File: src/rtl/echo_request_tracker_assert.svh
// Assertion macros used by the slot table RTL.
// Each one samples on clk and is disabled while arst_n is low.
`ifndef ECHO_REQUEST_TRACKER_ASSERT_SVH
`define ECHO_REQUEST_TRACKER_ASSERT_SVH

// Whenever cond holds, expr must hold in the same cycle.
`define ERT_ASSERT_IMP(label, cond, expr) \
	label: assert property (@(posedge clk) disable iff (!arst_n) (cond) |-> (expr)) \
		else $error("tracker assertion failed");

// expr must never hold.
`define ERT_ASSERT_NEVER(label, expr) \
	label: assert property (@(posedge clk) disable iff (!arst_n) !(expr)) \
		else $error("tracker assertion failed");

`endif

File: src/rtl/ert_pkg.sv
package ert_pkg;

	localparam int SLOTS = 128;
	localparam int IDX_W = (SLOTS > 1) ? $clog2(SLOTS) : 1;
	localparam int CNT_W = $clog2(SLOTS + 1);
	localparam int SLOT_OUT_W = 7;

	localparam int USEC_PER_SEC = 1000000;
	localparam int MS_PER_SEC = 1000;
	localparam int MIN_REPLY_LEN = 8;
	localparam int ECHO_REPLY_TYPE = 0;

	// floor(x / 1000) == (x * DIV1000_MUL) >> DIV1000_SHIFT for every x below 2**21.
	localparam int DIV1000_MUL = 1073742;
	localparam int DIV1000_SHIFT = 30;

	// Magnitude of the microsecond difference and width of its millisecond quotient.
	localparam int RTT_MAG_W = 21;
	localparam int RTT_Q_W = 11;

	typedef enum logic [2:0] {
		ST_SENT    = 3'd0,
		ST_FULL    = 3'd1,
		ST_MATCH   = 3'd2,
		ST_SHORT   = 3'd3,
		ST_FOREIGN = 3'd4,
		ST_UNKNOWN = 3'd5
	} status_t;

	typedef struct packed {
		logic [15:0] seq;
		logic [31:0] sec;
		logic [19:0] usec;
	} slot_entry_t;

	typedef struct packed {
		logic             rd_en;
		logic [IDX_W-1:0] rd_addr;
		logic             wr_en;
		logic             set_busy;
		logic             clr_busy;
		logic [IDX_W-1:0] wr_addr;
		slot_entry_t      wr_data;
	} tbl_ctrl_t;

	typedef struct packed {
		logic             valid;
		logic [IDX_W-1:0] idx;
		logic             busy;
		slot_entry_t      entry;
	} tbl_rd_t;

endpackage

File: src/rtl/ert_rtt.sv
module ert_rtt (
	input  logic        clk,
	input  logic        arst_n,
	input  logic        start,
	input  logic [31:0] now_sec,
	input  logic [19:0] now_usec,
	input  logic [31:0] then_sec,
	input  logic [19:0] then_usec,
	output logic        done,
	output logic [31:0] rtt_ms
);

	logic signed [33:0]               ds_raw;
	logic signed [21:0]               dus_raw;
	logic signed [33:0]               ds_adj;
	logic signed [21:0]               dus_adj;
	logic                             neg;
	logic [ert_pkg::RTT_MAG_W-1:0]    mag;

	logic                             valid_s1;
	logic signed [33:0]               ds_s1;
	logic                             neg_s1;
	logic [ert_pkg::RTT_MAG_W-1:0]    mag_s1;

	logic [2*ert_pkg::RTT_MAG_W-1:0]  prod;
	logic signed [43:0]               dsk;
	logic                             valid_s2;
	logic [ert_pkg::RTT_Q_W-1:0]      q_s2;
	logic                             neg_s2;
	logic signed [43:0]               dsk_s2;

	logic signed [44:0]               qx;
	logic signed [44:0]               ms;
	logic                             valid_s3;
	logic [31:0]                      rtt_s3;

	// Seconds and microseconds differences with one borrow of a second.
	always_comb begin
		ds_raw  = $signed({2'b00, now_sec}) - $signed({2'b00, then_sec});
		dus_raw = $signed({2'b00, now_usec}) - $signed({2'b00, then_usec});
		if (dus_raw < 0) begin
			ds_adj  = ds_raw - 34'sd1;
			dus_adj = dus_raw + 22'(ert_pkg::USEC_PER_SEC);
		end else begin
			ds_adj  = ds_raw;
			dus_adj = dus_raw;
		end
		// Out-of-range microsecond inputs can leave the difference negative;
		// the quotient then truncates toward zero.
		neg = dus_adj[21];
		mag = neg ? ert_pkg::RTT_MAG_W'(-dus_adj) : ert_pkg::RTT_MAG_W'(dus_adj);
	end

	always_comb begin
		prod = (2*ert_pkg::RTT_MAG_W)'(mag_s1) *
			(2*ert_pkg::RTT_MAG_W)'(ert_pkg::DIV1000_MUL);
		dsk  = 44'(ds_s1) * 44'(ert_pkg::MS_PER_SEC);
	end

	always_comb begin
		qx = $signed({34'd0, q_s2});
		if (neg_s2) begin
			qx = -qx;
		end
		ms = 45'(dsk_s2) + qx;
	end

	always_ff @(posedge clk) begin
		ds_s1  <= ds_adj;
		neg_s1 <= neg;
		mag_s1 <= mag;
		q_s2   <= prod[ert_pkg::DIV1000_SHIFT +: ert_pkg::RTT_Q_W];
		neg_s2 <= neg_s1;
		dsk_s2 <= dsk;
		if (ms[44]) begin
			rtt_s3 <= '0;
		end else if (|ms[43:32]) begin
			rtt_s3 <= '1;
		end else begin
			rtt_s3 <= ms[31:0];
		end
	end

	always_ff @(posedge clk or negedge arst_n) begin
		if (!arst_n) begin
			valid_s1 <= 1'b0;
			valid_s2 <= 1'b0;
			valid_s3 <= 1'b0;
		end else begin
			valid_s1 <= start;
			valid_s2 <= valid_s1;
			valid_s3 <= valid_s2;
		end
	end

	assign done   = valid_s3;
	assign rtt_ms = rtt_s3;

endmodule

File: config.mk
export PLATFORM = sky130hd
export DESIGN_NAME = ert_rtt
export DESIGN_NICKNAME = d
export VERILOG_FILES = /design/src/rtl/echo_request_tracker_assert.svh /design/src/rtl/ert_pkg.sv /design/src/rtl/ert_rtt.sv
export SDC_FILE = /design/constraint.sdc
export NUM_CORES = 1
export LEC_CHECK = 0
export BUFFER_PORTS_ARGS = -buffer_cell sky130_fd_sc_hd__buf_4
export CAP_MARGIN = 10
export CORE_ASPECT_RATIO = 0.9
export CORE_MARGIN = 2
export CORE_UTILIZATION = 55
export DETAILED_ROUTE_END_ITERATION = 10
export GPL_ROUTABILITY_DRIVEN = 1
export HOLD_SLACK_MARGIN = 0.05
export PLACE_DENSITY = 0.77
export SYNTH_ARGS = -nofsm -noshare
export SYNTH_HDL_FRONTEND = slang
export SYNTH_SLANG_ARGS = --single-unit
File: constraint.sdc
create_clock -name clk -period 8.3 [get_ports clk]
set_clock_uncertainty 0.1 [all_clocks]
set_input_delay 0.83 -clock clk [delete_from_list [all_inputs] [get_ports clk]]
set_output_delay 0.83 -clock clk [all_outputs]
set_load 0.01 [all_outputs]
==> metrics.md <==
| Metric | Value |
|---|---|
| Outcome | complete, no violations |
| Clk root buf | clkbuf_16 |
| Ports | 140 |
| Nets | about 3,200 |
| First-pass GRT wire length | between 80,000 and 90,000 um |
| Gr ovfl total | 0 |
| Synth warnings | 0 |
| Total CTS buffers | 17 |
| Slew Viols, Final | 0 |
| Post-synth ARST share | 0.0208 |
| DR pass1 iterations | 5 |
| FF/Latch Area | between 0.002 and 0.003 mm2 |
| PortBufs | between 100 and 150 |
| Post-synthesis cell type count | between 80 and 90 |
| Post-synth EDFFs | 0 |
| Std-Cell Rows | a little under 70 |
| Die Footprint | around 0.041 mm2 |
| RSZ-0062 raised after global routing | no |
| Layout fillers | ~3,200 |
| Critical path, cell by cell | ha_1 -> ha_1 -> inv_1 -> fa_1 -> fa_1 -> fa_1 -> inv_1 -> fa_1 -> ha_1 -> ha_1 -> a21o_1 -> a21oi_1 -> o21ai_0 -> or3_1 -> or4_1 -> a31oi_1 -> nand3_1 -> a311oi_1 -> o21bai_1 -> xnor2_1 |
| Slowest stage delay, CP | around 560 ps |
| Clock buffer depth | 2 |
| WP data arrival | just under 7000 ps |
| Reg2Reg Setup Slack | around 1700 ps |
| Initial antenna violation count | 0 |
| Pin count of the biggest net entering global routing | 33 |
| Max_cap viols | 0 |
| Die H | around 190 um |
| Detail Route Antenna Nets | 0 |
| Mapped cell area | about 0.022 mm2 |
| Worst-path clk slew | about 60 ps |
| Worst-Skew Late Latency | approximately 430 ps |
| Setup-failing EPs final | 0 |
| Layout cells sized above 1 | 0.0895 |
| Tcrit/Tclk final | 0.800 |
| # resized after CTS | 0 |
| Multi-input gate area | between 0.015 and 0.02 mm2 |
| DRT iter0 DRCs | between 1,000 and 1,500 |
| Die width | approximately 210 um |
| Main synth FF type | dfxtp_1 |
| CP max FO | 6 |
| Synthesized instance count | between 2,000 and 2,500 |
| TritonCTS clock tree | built |
| Buffers plus inverters on the worst setup path | 2 |
| Number of setup buffers added after CTS | 0 |
| Most frequent cells in the layout | 388 x ha_1, 343 x inv_1, 225 x fa_1, 141 x dfxtp_1, 141 x buf_4 |
| Core area | roughly 0.039 mm2 |
| Worst hold path class | in -> async |
| Starting Density | 0.560 |
| Gr usage total | 0.243 |
| Vias post-DR | approximately 17,000 |
| Antenna diode count | 0 |
| Slowest cell on the critical path | dfxtp_1 |
| Setup TNS | 0 ps |
| # hold bufs at CTS | 0 |
| H-tree Lvls | 4 |
| Crit. End Element | flop |
| Fin. Hold Viols | 0 |
| Number of global-route vias before repair | approximately 17,000 |
| # DRC | 0 |
| Wirelength, routed | slightly below 50,000 um |
| Synth Net Count | 3,086 |
| Drt wl/cell | 16.1 um |
| Max Freq | around 0.15 GHz |
| Sink Count | about 140 |
| Post-detail-place hpwl | just over 40,000 um |
| Area Overhead vs Synth | 9.87% |
| Critical Path Source Type | flop |
| Delay-heaviest family, CP | adder cells |
| Synth Area per Inst | 9.13 um2 |
| Via/cell ratio | between 5 and 6 |
| Period minus WS final | roughly 6600 ps |
| Synthesis-stage register bit count | 144 |
| Seq/Total Area, Yosys | 0.134 |
| CP Class | reg -> reg |
| Crit path required time | roughly 8500 ps |
| Worst Max-Slew Pin Slew | slightly above 1000 ps |
| Slew HR | 0.304 |
| Commonest non-fill, non-tap cell in the layout | ha_1 |
| Final GP Congestion | between 0.9 and 1 |
-- stage by stage --
stage                     cell area [um2]  worst slack, ps  utilization  hold WS, ps  cells
after floorplan                     21600             2200            -          210   2366
after global placement              23100             1870        0.599          243   2973
after detailed placement            23100             1760        0.599          239   2973
after CTS                           23700             1710        0.615         68.8   3005
after global routing                23700             1350        0.616         67.5   3006
final                               23700             1660        0.616         74.0   3006
-- path summary, 6_finish.rpt --
| kind | depth (start not counted) | end | startpoint |
|---|---|---|---|
| worst min-delay path | 1 | done | arst_n |
| worst min register to register | 0 | valid_s2 | valid_s1 |
| worst max-delay path | 20 | q_s2[10] | mag_s1[9] |
| max in group asynchronous | 1 | valid_s1 | arst_n |
| min in group clk | 0 | valid_s2 | valid_s1 |
| worst max register to register | 20 | q_s2[10] | mag_s1[9] |
-- cells in the mapped netlist, drive strengths merged (8+ instances only) --
cell	instances	share of area
a211oi	27	0.0096
a21o	74	0.026
a21oi	133	0.031
a31oi	46	0.013
and2	20	0.0058
and3	14	0.0041
buf	14	0.0036
clkbuf	45	0.0078
dfxtp	141	0.13
fa	225	0.21
ha	388	0.22
inv	343	0.060
nand2	107	0.019
nand2b	11	0.0032
nand3	50	0.012
nand4	20	0.0061
nor2	106	0.019
nor2b	17	0.0049
nor3	45	0.013
nor3b	9	0.0034
nor4	20	0.0074
o211ai	18	0.0063
o21a	29	0.010
o21ai	92	0.022
o21bai	18	0.0063
o311ai	8	0.0032
o31a	11	0.0045
o31ai	15	0.0052
or2	10	0.0029
or3	10	0.0029
or4	8	0.0031
xnor2	116	0.047
xor2	69	0.028
-- per-layer routing --
metal / global-route usage / routed length, um / vias to the layer above
met5: 0 / 0 / -
met4: 0.0358 / 344 / 0
met3: 0.0298 / 2200 / 25
met2: 0.387 / 21500 / 425
met1: 0.361 / 24400 / 8065
li1: - / - / 8436
-- flip-flops by register name, indices dropped and copies added (netlist names) --
signal,flops
rtt_ms,32
done,1
neg_s2,1
dsk_s2,41
valid_s1,1
neg_s1,1
valid_s2,1
ds_s1,34
q_s2,11
mag_s1,21
-- logic make-up after synthesis --
family	count (synthesis)	share of synthesized area
xor+xnor	185	0.0750
buf+inv	402	0.0710
fa+ha+maj	613	0.433
mux	14	0.00689
compound gates	546	0.168
simple gates	462	0.112
flops	144	0.134
-- area by class of cell --
type	instances	share of cell area
multi-input combinational	1820	0.725
sequential	144	0.122
inverter	343	0.0543
timing repair buffer	142	0.0452
tap	525	0.0277
clock buffer	19	0.0182
clock inverter	13	0.00770
Power is not shown: default switching activity piles up to over one toggle a cycle in this logic, so the estimate is an artifact.
